`src/rtl/tss_pkg.sv`:
```
// shared types and constants of the square-wave tone sequencer
// used by tss_div and tone_sequencer_square_wave, no dependencies
`timescale 1ns / 1ps
`default_nettype none

package tss_pkg;

	// field widths
	localparam int FUNC_W   = 3;
	localparam int TIME_W   = 32;
	localparam int IDX_W    = 4;
	localparam int FREQ_W   = 16;
	localparam int DUR_W    = 16;
	localparam int CNT_W    = 5;
	localparam int DAC_W    = 10;
	localparam int SWING_W  = 9;
	localparam int HALF_W   = 19;
	localparam int ENTRY_W  = FREQ_W + DUR_W;
	localparam int CFG_IDX_W = 1;

	// default table depths
	localparam int BG_DEPTH_DEF  = 16;
	localparam int CUE_DEPTH_DEF = 16;

	// function codes
	localparam logic [FUNC_W-1:0] FUNC_TICK      = 3'd0;
	localparam logic [FUNC_W-1:0] FUNC_WRITE_BG  = 3'd1;
	localparam logic [FUNC_W-1:0] FUNC_WRITE_CUE = 3'd2;
	localparam logic [FUNC_W-1:0] FUNC_START_BG  = 3'd3;
	localparam logic [FUNC_W-1:0] FUNC_START_CUE = 3'd4;

	// register indexes
	localparam logic [CFG_IDX_W-1:0] REG_DAC_MID   = 1'b0;
	localparam logic [CFG_IDX_W-1:0] REG_DAC_SWING = 1'b1;

	// register reset values
	localparam logic [DAC_W-1:0]   DAC_MID_RESET   = 10'd512;
	localparam logic [SWING_W-1:0] DAC_SWING_RESET = 9'd150;

	// timing constants
	localparam int MS_W = 10;
	localparam logic [MS_W-1:0] US_PER_MS = 10'd1000;
	localparam int PROD_W = DUR_W + MS_W;

	// half-period divider: 1000000 / (2 * freq)
	localparam int DVD_W     = 20;
	localparam int DVS_W     = FREQ_W + 1;
	localparam int REM_W     = DVS_W + 1;
	localparam int DIV_CNT_W = 5;
	localparam logic [DVD_W-1:0] US_PER_S = 20'd1000000;

	typedef struct packed {
		logic             start;
		logic [DVS_W-1:0] divisor;
	} div_req_t;

	typedef struct packed {
		logic             done;
		logic [DVD_W-1:0] quotient;
	} div_rsp_t;

endpackage

`default_nettype wire

```
`src/rtl/tss_div.sv`:
```
// restoring divider for the tone half-period, one quotient bit per cycle
// depends on tss_pkg
`timescale 1ns / 1ps
`default_nettype none

module tss_div (
	input  wire logic              clk,
	input  wire logic              arst_n,
	input  wire tss_pkg::div_req_t req,
	output tss_pkg::div_rsp_t      rsp
);
	import tss_pkg::*;

	logic [REM_W-1:0]     rem_q;
	logic [DVD_W-1:0]     dvd_q;
	logic [DVD_W-1:0]     quo_q;
	logic [DVS_W-1:0]     dvs_q;
	logic [DIV_CNT_W-1:0] cnt_q;
	logic                 busy_q;
	logic                 done_q;
	logic [REM_W-1:0]     shifted;
	logic                 fits;

	assign shifted = {rem_q[REM_W-2:0], dvd_q[DVD_W-1]};
	assign fits    = shifted >= {1'b0, dvs_q};

	always_ff @(posedge clk or negedge arst_n) begin
		if (!arst_n) begin
			busy_q <= 1'b0;
			done_q <= 1'b0;
			cnt_q  <= '0;
			rem_q  <= '0;
			dvd_q  <= '0;
			quo_q  <= '0;
			dvs_q  <= '0;
		end else begin
			// done pulses for one cycle after the last quotient bit
			done_q <= busy_q && !req.start && (cnt_q == DIV_CNT_W'(DVD_W - 1));
			if (req.start) begin
				busy_q <= 1'b1;
				cnt_q  <= '0;
				rem_q  <= '0;
				dvd_q  <= US_PER_S;
				quo_q  <= '0;
				dvs_q  <= req.divisor;
			end else if (busy_q) begin
				rem_q <= fits ? shifted - {1'b0, dvs_q} : shifted;
				quo_q <= {quo_q[DVD_W-2:0], fits};
				dvd_q <= {dvd_q[DVD_W-2:0], 1'b0};
				cnt_q <= cnt_q + 1'b1;
				if (cnt_q == DIV_CNT_W'(DVD_W - 1)) begin
					busy_q <= 1'b0;
				end
			end
		end
	end

	assign rsp.done     = done_q;
	assign rsp.quotient = quo_q;

endmodule

`default_nettype wire

```
`src/rtl/tone_sequencer_square_wave.sv`:
```
// square-wave tone sequencer: background and cue tone tables, dac level output
// depends on tss_pkg and tss_div
// a tick is decided in the exec state, and a toggle goes via emit to the output register
// a start or a step change runs read, load and the 20-step half-period divider
// one transaction is worked on at a time; a pending result waits in the output register
// reset clears all control state and loads the dac registers with 512 and 150
// table contents are not reset and hold garbage until written
`timescale 1ns / 1ps
`default_nettype none

module tone_sequencer_square_wave #(
	parameter int BACKGROUND_DEPTH = tss_pkg::BG_DEPTH_DEF,
	parameter int CUE_DEPTH        = tss_pkg::CUE_DEPTH_DEF
) (
	input  wire logic                           clk,
	input  wire logic                           arst_n,
	// register write port
	input  wire logic                           cfg_we,
	input  wire logic [tss_pkg::CFG_IDX_W-1:0]  cfg_index,
	input  wire logic [tss_pkg::DAC_W-1:0]      cfg_data,
	// input transactions
	input  wire logic                           item_valid,
	output logic                                item_stall,
	input  wire logic [tss_pkg::FUNC_W-1:0]     func,
	input  wire logic [tss_pkg::TIME_W-1:0]     now_us,
	input  wire logic [tss_pkg::IDX_W-1:0]      entry_index,
	input  wire logic [tss_pkg::FREQ_W-1:0]     freq_hz,
	input  wire logic [tss_pkg::DUR_W-1:0]      duration_ms,
	input  wire logic [tss_pkg::CNT_W-1:0]      entry_count,
	// result transactions
	output logic                                result_valid,
	input  wire logic                           result_stall,
	output logic [tss_pkg::DAC_W-1:0]           dac_level
);
	import tss_pkg::*;

	localparam int BG_AW  = (BACKGROUND_DEPTH > 1) ? $clog2(BACKGROUND_DEPTH) : 1;
	localparam int CUE_AW = (CUE_DEPTH > 1) ? $clog2(CUE_DEPTH) : 1;

	// sequencer states
	localparam logic [2:0] ST_IDLE = 3'd0;  // waiting for a transaction
	localparam logic [2:0] ST_EXEC = 3'd1;  // decide what the transaction does
	localparam logic [2:0] ST_READ = 3'd2;  // table read in flight
	localparam logic [2:0] ST_LOAD = 3'd3;  // entry available, launch divider
	localparam logic [2:0] ST_DIV  = 3'd4;  // wait for the half-period
	localparam logic [2:0] ST_EMIT = 3'd5;  // hand the level to the output register

	logic [2:0] state_q;

	// dac registers
	logic [DAC_W-1:0]   mid_q;
	logic [SWING_W-1:0] swing_q;

	// captured transaction
	logic [FUNC_W-1:0] func_q;
	logic [TIME_W-1:0] now_q;
	logic [CNT_W-1:0]  cnt_q;

	// playback state
	logic [CNT_W-1:0]  bg_count_q;
	logic [CNT_W-1:0]  cue_count_q;
	logic [CNT_W-1:0]  bg_pos_q;
	logic [CNT_W-1:0]  cue_pos_q;
	logic              cue_active_q;
	logic [HALF_W-1:0] half_q;
	logic [TIME_W-1:0] step_end_q;
	logic [TIME_W-1:0] last_toggle_q;
	logic              level_high_q;

	// table read path
	logic              rd_cue_q;
	logic [BG_AW-1:0]  bg_addr_q;
	logic [CUE_AW-1:0] cue_addr_q;
	logic [ENTRY_W-1:0] bg_rd_q;
	logic [ENTRY_W-1:0] cue_rd_q;
	logic [ENTRY_W-1:0] bg_mem_q  [BACKGROUND_DEPTH];
	logic [ENTRY_W-1:0] cue_mem_q [CUE_DEPTH];

	// step start
	logic [PROD_W-1:0] prod_q;
	logic              rest_q;
	logic [DAC_W-1:0]  pend_q;

	// output register
	logic             out_valid_q;
	logic [DAC_W-1:0] out_level_q;

	div_req_t div_req;
	div_rsp_t div_rsp;

	logic               accept;
	logic               wr_bg;
	logic               wr_cue;
	logic [BG_AW-1:0]   bg_waddr;
	logic [CUE_AW-1:0]  cue_waddr;
	logic [CNT_W-1:0]   bg_clamp;
	logic [CNT_W-1:0]   cue_clamp;
	logic [TIME_W-1:0]  since_end;
	logic [TIME_W-1:0]  since_toggle;
	logic               step_done;
	logic               half_elapsed;
	logic [CNT_W-1:0]   bg_pos_inc;
	logic [CNT_W-1:0]   bg_pos_nxt;
	logic [CNT_W-1:0]   cue_pos_inc;
	logic [DAC_W:0]     hi_sum;
	logic [DAC_W-1:0]   code_hi;
	logic [DAC_W-1:0]   code_lo;
	logic [ENTRY_W-1:0] entry;
	logic               out_free;

	// only one transaction is worked on at a time
	assign item_stall = (state_q != ST_IDLE);
	assign accept     = item_valid && !item_stall;

	// table writes go straight in at the accepting edge; out-of-range indexes drop
	assign wr_bg     = accept && (func == FUNC_WRITE_BG) && (32'(entry_index) < BACKGROUND_DEPTH);
	assign wr_cue    = accept && (func == FUNC_WRITE_CUE) && (32'(entry_index) < CUE_DEPTH);
	assign bg_waddr  = BG_AW'(entry_index);
	assign cue_waddr = CUE_AW'(entry_index);

	// entry counts saturate at the table depth
	assign bg_clamp  = (32'(cnt_q) > BACKGROUND_DEPTH) ? CNT_W'(BACKGROUND_DEPTH) : cnt_q;
	assign cue_clamp = (32'(cnt_q) > CUE_DEPTH) ? CNT_W'(CUE_DEPTH) : cnt_q;

	// wrapping time compares: the step is over once now - end is not negative
	assign since_end    = now_q - step_end_q;
	assign since_toggle = now_q - last_toggle_q;
	assign step_done    = !since_end[TIME_W-1];
	assign half_elapsed = since_toggle >= TIME_W'(half_q);

	// background loops; position stays below the count, so a compare replaces the modulo
	assign bg_pos_inc  = bg_pos_q + 1'b1;
	assign bg_pos_nxt  = (bg_pos_inc == bg_count_q) ? '0 : bg_pos_inc;
	assign cue_pos_inc = cue_pos_q + 1'b1;

	// saturated dac codes for the high and low halves
	assign hi_sum  = {1'b0, mid_q} + (DAC_W + 1)'(swing_q);
	assign code_hi = hi_sum[DAC_W] ? {DAC_W{1'b1}} : hi_sum[DAC_W-1:0];
	assign code_lo = (DAC_W'(swing_q) > mid_q) ? '0 : mid_q - DAC_W'(swing_q);

	assign entry = rd_cue_q ? cue_rd_q : bg_rd_q;

	assign div_req.start   = (state_q == ST_LOAD);
	assign div_req.divisor = {entry[FREQ_W-1:0], 1'b0};

	assign out_free = !out_valid_q || !result_stall;

	tss_div u_div (
		.clk    (clk),
		.arst_n (arst_n),
		.req    (div_req),
		.rsp    (div_rsp)
	);

	// tone tables: one write port from the input side, one registered read port each;
	// a write and a read of the same entry never overlap since transactions run one at a time
	always_ff @(posedge clk) begin
		if (wr_bg) begin
			bg_mem_q[bg_waddr] <= {duration_ms, freq_hz};
		end
		if (wr_cue) begin
			cue_mem_q[cue_waddr] <= {duration_ms, freq_hz};
		end
		bg_rd_q  <= bg_mem_q[bg_addr_q];
		cue_rd_q <= cue_mem_q[cue_addr_q];
	end

	always_ff @(posedge clk or negedge arst_n) begin
		if (!arst_n) begin
			state_q       <= ST_IDLE;
			mid_q         <= DAC_MID_RESET;
			swing_q       <= DAC_SWING_RESET;
			func_q        <= FUNC_TICK;
			now_q         <= '0;
			cnt_q         <= '0;
			bg_count_q    <= '0;
			cue_count_q   <= '0;
			bg_pos_q      <= '0;
			cue_pos_q     <= '0;
			cue_active_q  <= 1'b0;
			half_q        <= '0;
			step_end_q    <= '0;
			last_toggle_q <= '0;
			level_high_q  <= 1'b0;
			rd_cue_q      <= 1'b0;
			bg_addr_q     <= '0;
			cue_addr_q    <= '0;
			prod_q        <= '0;
			rest_q        <= 1'b0;
			pend_q        <= '0;
			out_valid_q   <= 1'b0;
			out_level_q   <= '0;
		end else begin
			// register writes
			if (cfg_we) begin
				unique case (cfg_index)
					REG_DAC_MID:   mid_q   <= cfg_data;
					REG_DAC_SWING: swing_q <= cfg_data[SWING_W-1:0];
					default: ;
				endcase
			end

			// output register: load a new level from the emit state, else drain
			if (state_q == ST_EMIT && out_free) begin
				out_valid_q <= 1'b1;
				out_level_q <= pend_q;
			end else if (out_valid_q && !result_stall) begin
				out_valid_q <= 1'b0;
			end

			unique case (state_q)
				ST_IDLE: begin
					if (accept) begin
						func_q <= func;
						now_q  <= now_us;
						cnt_q  <= entry_count;
						if (func == FUNC_TICK || func == FUNC_START_BG
							|| func == FUNC_START_CUE) begin
							state_q <= ST_EXEC;
						end
					end
				end

				ST_EXEC: begin
					unique case (func_q)
						FUNC_START_BG: begin
							bg_count_q <= bg_clamp;
							bg_pos_q   <= '0;
							// while a cue plays, only count and position are taken
							if (!cue_active_q && bg_clamp != '0) begin
								rd_cue_q  <= 1'b0;
								bg_addr_q <= '0;
								state_q   <= ST_READ;
							end else begin
								state_q <= ST_IDLE;
							end
						end
						FUNC_START_CUE: begin
							cue_count_q  <= cue_clamp;
							cue_pos_q    <= '0;
							cue_active_q <= 1'b1;
							// an empty cue stays active until the old step ends
							if (cue_clamp != '0) begin
								rd_cue_q   <= 1'b1;
								cue_addr_q <= '0;
								state_q    <= ST_READ;
							end else begin
								state_q <= ST_IDLE;
							end
						end
						FUNC_TICK: begin
							if (!cue_active_q && bg_count_q == '0) begin
								state_q <= ST_IDLE;
							end else if (step_done) begin
								if (cue_active_q) begin
									if (cue_pos_inc < cue_count_q) begin
										cue_pos_q  <= cue_pos_inc;
										rd_cue_q   <= 1'b1;
										cue_addr_q <= CUE_AW'(cue_pos_inc);
										state_q    <= ST_READ;
									end else begin
										// cue over: resume background or fall silent
										cue_active_q <= 1'b0;
										cue_pos_q    <= '0;
										if (bg_count_q != '0) begin
											rd_cue_q  <= 1'b0;
											bg_addr_q <= BG_AW'(bg_pos_q);
											state_q   <= ST_READ;
										end else begin
											pend_q  <= mid_q;
											state_q <= ST_EMIT;
										end
									end
								end else begin
									bg_pos_q  <= bg_pos_nxt;
									rd_cue_q  <= 1'b0;
									bg_addr_q <= BG_AW'(bg_pos_nxt);
									state_q   <= ST_READ;
								end
							end else if (half_q != '0 && half_elapsed) begin
								last_toggle_q <= now_q;
								level_high_q  <= !level_high_q;
								pend_q        <= level_high_q ? code_lo : code_hi;
								state_q       <= ST_EMIT;
							end else begin
								state_q <= ST_IDLE;
							end
						end
						default: state_q <= ST_IDLE;
					endcase
				end

				ST_READ: begin
					state_q <= ST_LOAD;
				end

				ST_LOAD: begin
					// divider launches here; the step end waits for the product register
					prod_q        <= entry[ENTRY_W-1:FREQ_W] * US_PER_MS;
					rest_q        <= (entry[FREQ_W-1:0] == '0);
					last_toggle_q <= now_q;
					level_high_q  <= 1'b0;
					state_q       <= ST_DIV;
				end

				ST_DIV: begin
					if (div_rsp.done) begin
						half_q     <= rest_q ? '0 : HALF_W'(div_rsp.quotient);
						step_end_q <= now_q + TIME_W'(prod_q);
						state_q    <= ST_IDLE;
					end
				end

				ST_EMIT: begin
					if (out_free) begin
						state_q <= ST_IDLE;
					end
				end

				default: state_q <= ST_IDLE;
			endcase
		end
	end

	assign result_valid = out_valid_q;
	assign dac_level    = out_level_q;

	// the half-period is 1000000 / (2 * freq), never above 500000 us
	a_half_range: assert property (@(posedge clk) disable iff (!arst_n)
		half_q <= HALF_W'(500000))
		else $error("half-period out of range");

	// an active cue never runs past its count
	a_cue_pos: assert property (@(posedge clk) disable iff (!arst_n)
		cue_active_q |-> (cue_pos_q <= cue_count_q))
		else $error("cue position beyond count");

	// a looping background position stays inside the count
	a_bg_pos: assert property (@(posedge clk) disable iff (!arst_n)
		(bg_count_q != '0) |-> (bg_pos_q < bg_count_q))
		else $error("background position beyond count");

	// the divider only finishes while the sequencer waits for it
	a_div_done: assert property (@(posedge clk) disable iff (!arst_n)
		div_rsp.done |-> (state_q == ST_DIV))
		else $error("divider done outside wait state");

	// a new result is loaded only from the emit state
	a_emit: assert property (@(posedge clk) disable iff (!arst_n)
		(out_valid_q && !$past(out_valid_q)) |-> ($past(state_q) == ST_EMIT))
		else $error("result produced outside emit state");

endmodule

`default_nettype wire
```
`config.mk`:
```
export PLATFORM = sky130hd
export DESIGN_NAME = tone_sequencer_square_wave
export DESIGN_NICKNAME = d
export VERILOG_FILES = /design/src/rtl/tss_pkg.sv /design/src/rtl/tss_div.sv /design/src/rtl/tone_sequencer_square_wave.sv
export SDC_FILE = /design/constraint.sdc
export NUM_CORES = 2
export LEC_CHECK = 0
export BUFFER_PORTS_ARGS = -buffer_cell sky130_fd_sc_hd__clkbuf_2
export CORE_MARGIN = 2
export CORE_UTILIZATION = 60
export CTS_CLUSTER_DIAMETER = 100
export DETAILED_ROUTE_END_ITERATION = 7
export GPL_TIMING_DRIVEN = 0
export PLACE_DENSITY = 0.77
export SLEW_MARGIN = 25
export SYNTH_ARGS = -nofsm -noshare
export SYNTH_HDL_FRONTEND = slang
export SYNTH_SLANG_ARGS = --single-unit
```
`constraint.sdc`:
```
create_clock -name clk -period 12.5 [get_ports clk]
set_input_delay 1.25 -clock clk [delete_from_list [all_inputs] [get_ports clk]]
set_output_delay 1.25 -clock clk [all_outputs]
set_load 0.05 [all_outputs]
```
Word-level counts from Yosys, hierarchy flattened:

Memory sizes are Yosys's and may differ from the RTL's. A register that Yosys moved wholly into a read port is not among the register bits.
Index checks and enable logic that the tools add are counted.

* add/subtract/negate cells: 9
* multiply operators: 1
* $lt $le $gt $ge: 5
* equality and inequality tests: 34
* muxes and demuxes: 89
* bitwise gates (word level): 2
* reduce and logical (&&, ||, !) cells: 50

Operators by type and width (number)
* 32-bit 2-to-1 mux: 5
* 10-bit 2-to-1 mux: 8
* 32-bit case mux with 2 select lines: 1
* 32-bit subtractor: 2
* 19-bit 2-to-1 mux: 3
* 5-bit 2-to-1 mux: 11
* 17-bit 2-to-1 mux: 3
* 4-bit 2-to-1 mux: 11
* 20-bit 2-to-1 mux: 2
* 32-bit by 26-bit adder with 32-bit output: 1
* 32-bit by 19-bit greater-or-equal comparator with 1-bit output: 1
* 2-bit != test, second input constant: 16
* 3-bit 2-to-1 mux: 10
* 7-bit AND reduction: 4
* 1-bit 2-to-1 mux: 24
* 16-bit by 7-bit multiplier with 23-bit output, second input constant: 1
* 5-bit case mux with 2 select lines: 2
* 19-bit nonzero test: 1
* 18-bit by 17-bit greater-or-equal comparator with 1-bit output: 1
* 3-bit case mux with 6 select lines: 1
* 17-bit subtractor: 1
* 16-bit logical NOT: 1
* 4-bit case mux with 2 select lines: 2
* 5-bit by 1-bit adder with 5-bit output, second input constant: 3
* 29 further kinds: 75

* flip-flop bits (word level): 300
* bits in writable memories: 1024
* bits of input ports: 92
* logic and storage cells: 222
* memories kept: 2

Memory list
* bg_mem_q: depth 16, bits a word 32, read ports 1, clocked after memory_dff 1, wr ports 1, line tone_sequencer_square_wave.sv:76 `logic [ENTRY_W-1:0] bg_mem_q [BACKGROUND_DEPTH];`
* cue_mem_q: depth 16, bits a word 32, read ports 1, clocked after memory_dff 1, wr ports 1, line tone_sequencer_square_wave.sv:77 `logic [ENTRY_W-1:0] cue_mem_q [CUE_DEPTH];`

Depth between registers and ports, before layout:

* depth after elaboration: 8
* depth in mapped cells: 25
* gate-level depth less buffers: 23

Modules after synthesis:

From an unflattened synthesis, not the netlist that was laid out.

* cells, all modules: 3773
* area total of the unflattened synthesis: 61358.8 µm²

Modules (own cells, without submodules)
* tone_sequencer_square_wave: times used 1, cells each 3329, area an instance 57132.3 µm², sequential area each 37567.3 µm²
* tss_div: times used 1, cells each 444, area an instance 4226.6 µm², sequential area each 1876.8 µm²

Worst setup path before layout:

Ideal clock, no wire load.

* kind: register to register
* start: reg rd_cue_q
* end: reg prod_q[25]
* setup time: 69 ps
* arrival time: 5296 ps
* required time: 12431 ps
* path slack: 7135 ps
* cell stages (with the launch flop): 18
* path buffers: 2
* cell sequence: dfrtp_1 clkbuf_1 clkbuf_1 mux2_2 fa_1 inv_1 fa_1 inv_1 fa_1 fa_1 ha_1 a21o_1 a21o_1 a221oi_1 a211o_1 o21ai_0 or4_1 nand3_1

* longest elaborated chain between the ends: 2

Ends and longest elaborated chain
* start, declared: line tone_sequencer_square_wave.sv:71 `logic rd_cue_q;`
* start signal, assigned: line tone_sequencer_square_wave.sv:185 `rd_cue_q <= 1'b0;`
* start signal, assigned: line tone_sequencer_square_wave.sv:231 `rd_cue_q <= 1'b0;`
* start signal, assigned: line tone_sequencer_square_wave.sv:244 `rd_cue_q <= 1'b1;`
* 32-bit 2-to-1 mux: line tone_sequencer_square_wave.sv:141 `assign entry = rd_cue_q ? cue_rd_q : bg_rd_q;`
* 16-bit by 7-bit multiplier with 23-bit output: line tone_sequencer_square_wave.sv:299 `prod_q <= entry[ENTRY_W-1:FREQ_W] * US_PER_MS;`
* end signal, assigned: line tone_sequencer_square_wave.sv:299
* end, declared: line tone_sequencer_square_wave.sv:80 `logic [PROD_W-1:0] prod_q;`

No other way between the ends.
A chain may end at the register's enable or synchronous reset.

Worst setup path after layout:

Ends and elaborated chain as after synthesis.

==> flow_summary.ini <==
[sta]
hold_viol = 0
fin_ws_ps = 5640
slew_viol_final = 0
fmax_ghz = 0.146
fin_skew_ps = 58.0
finalCritPeriodShare_pct = 54.9
fin_setup_tns_ps = 0
setup_viol = 0
rsz0062_at_grt = no
min_period_ps = 6860
worstMarginPinSlew_ps = 1170
relSlewSlack_pct = 21.8

[logic_synthesis]
synth_ff_type = edfxtp_1
syn_inst = 3876
async_flop_share_pct = 21.3
synth-warning-count = 0
yosys.area_share.adder_pct = 5.94
synth_top_family_by_area = multiplexers
synth-edff-count = 1024
synth_simple_gate_area_share_pct = 5.20
synthesis.area_um2 = 61400
synth_compound_area_share_pct = 6.34
ys_seq_area_share_pct = 64.2
synth.area.mux_share_pct = 14.7
ys_types = 85
ys_ff_latch = 1382
syn_avg_cell_area_um2 = 15.8
synth-xor-area-share_pct = 1.13
syn-num-nets = 4224

[routing]
routed_wl_um = 169000
ant_nets = 0
num_vias = 37382
drt_iter0_markers = 4915
first_pass_iters = 6
via_per_inst = 6.59
drc = 0
wl_per_cell_um = 29.8

[floorplanning]
fp.coreArea_um2 = 102000
die_h_um = 324
start_util_pct = 60.4
die_w_um = 324
io_pins = 104
dieArea_um2 = 105000
rows = 117

[clocking]
cts_buffers = 141
h-tree-depth = 4
cts_setup_buffers = 0
clock_sinks = 1382
clk_pin_slew_worst_paths_ps = 60
clock_latency_ps = 780
postCtsHoldBufs = 0
cts_root_buffer = clkbuf_16
clockBufferDepth = 3
cts_tree = done
cts_resized = 0

[placed_design]
placed_area_um2 = 65300
io_buffers = 103
gp_congestion = 0.925
pre_cts_ws_ps = 5400
dp.cells = 5408
dp_hpwl_um = 108000

[final_layout]
layout-drive-gt1-share_pct = 21.2
fin_nets = 4531
syn2layout_area_growth_pct = 14.3
layout_common_cells = edfxtp_1 (1024), mux4_2 (320), dfrtp_1 (289)
mostFrequentLayoutCell = edfxtp_1
fill_cells = 6393
multi_input_area_um2 = 20700
design_area_um2 = 70100
final_cells = 5673
regArea_um2 = 39400

[setup_path]
cp-startpoint = rd_cue_q
path_class = flop to flop
endpoint_kind = flop
path_buf_inv = 5
crit_slowest_cell = clkbuf_1
worst_ep_arrival_time_ps = 7540
r2r-start = rd_cue_q
critical_path.max_stage_delay_ps = 860
path_cells = clkbuf_1 > clkbuf_1 > mux2_2 > fa_1 > inv_1 > fa_1 > inv_1 > fa_1 > fa_1 > ha_1 > inv_1 > nor2_1 > a21oi_1 > o21ai_0 > a221oi_1 > a211o_1 > o21ai_0 > or4_1 > nand3_1
crit_family = adder cells
cp_data_required_time_ps = 13170
path_max_fanout = 10
crit_top_cell = fa_1
cp-start-kind = flop
reg2reg_setup_slack_ps = 5640

[power_and_ir_drop]
power_density_nw_per_um2 = 253
leakagePower_nw = 24.9
power_mw = 17.7
vdd_drop_max_mv = 0.340

[global_route]
grt_max_degree = 74
gr-total-overflow = 0
grt_first_pass_wirelength_um = 248000
grt_use_total_pct = 32.9
grt_pass1_vias = 37939
antenna_found_initial = 11

[flow_run]
drv_cap = 0

[worst_hold_path]
worstHoldPathType = input port to async pin

[outcome]
status = completed
## through the flow
stage / util (%) / hold slack, ps
2_1_floorplan: - / 443
3_3_place_gp: 62.6 / 463
3_5_place_dp: 64.3 / 470
4_1_cts: 69.0 / 368
5_1_grt: 69.0 / 373
6_report: 69.0 / 388
## layer usage
metal | vias to the layer above | routed length [µm] | global-route usage, %
met1 | 18732 | 59800 | 41.6
met5 | - | 75 | 0
met2 | 2427 | 81900 | 53.2
met3 | 592 | 16800 | 7.29
met4 | 10 | 10700 | 18.8
li1 | 15621 | - | -
## cell usage after synthesis, drive strengths merged (59+ instances only)
cell    instances  share of area (%)
nor2          160               0.98
inv           227                1.4
dfrtp         289                 12
ha            197                4.0
mux2i          74                1.2
a21oi         111               0.91
dfxtp          64                2.1
edfxtp       1024                 50
mux4          320                 12
o21ai         205                1.7
clkbuf        114               0.70
mux2           97                1.8
fa             59                1.9
nand2         253                1.5
## state kept, by name, summed over array words and instances, names as in the netlist, 14 cells and up
signal         cells
bg_mem_q         512
bg_rd_q           32
cue_mem_q        512
cue_rd_q          32
half_q            19
last_toggle_q     32
now_q             32
prod_q            23
step_end_q        32
u_div.dvd_q       14
u_div.dvs_q       16
u_div.quo_q       19
u_div.rem_q       17
## kinds of logic after synthesis
| kind of cell | Yosys count |
|---|---|
| XOR/XNOR | 79 |
| multiplexers | 491 |
| AO/OA/AOI/OAI | 595 |
| AND/OR/NAND/NOR | 678 |
| adder cells (fa/ha/maj) | 256 |
| flip-flops | 1382 |
| buffers and inverters | 395 |
## layout make-up
class	count	area share [%]
buffer	167	0.981
sequential	1382	56.2
antenna	6	0.0214
tap	1368	2.44
timing repair buffer	164	2.85
clock inverter	71	1.19
multi-input combinational	2099	29.5
inverter	228	1.22
clock buffer	188	5.58
## path summary, 6_finish.rpt
path | end | depth (start not counted)
setup reg to reg | prod_q[25] | 19
max in group asynchronous | prod_q[24] | 4
hold / removal | mid_q[1] | 1
hold reg to reg | step_end_q[11] | 2
min in group clk | step_end_q[11] | 2
setup / recovery | prod_q[25] | 19
## report_power, final
group | internal [mW] | total (mW) | switching [mW]
sequential | 5.25 | 5.62 | 0.369
clock | 2.41 | 4.30 | 1.89
combinational | 3.32 | 7.82 | 4.50
total | 11.0 | 17.7 | 6.76
## worst register-to-register path, cell delays in order, from the launching register on
cell,delay (ps)
dfrtp_1,330
clkbuf_1,750
clkbuf_1,860
mux2_2,550
fa_1,560
inv_1,50
fa_1,510
inv_1,60
fa_1,520
fa_1,420
ha_1,330
inv_1,80
nor2_1,60
a21oi_1,200
o21ai_0,170
a221oi_1,340
a211o_1,240
o21ai_0,160
or4_1,490
nand3_1,90
No activity file was read; power rests on OpenSTA's default activity.
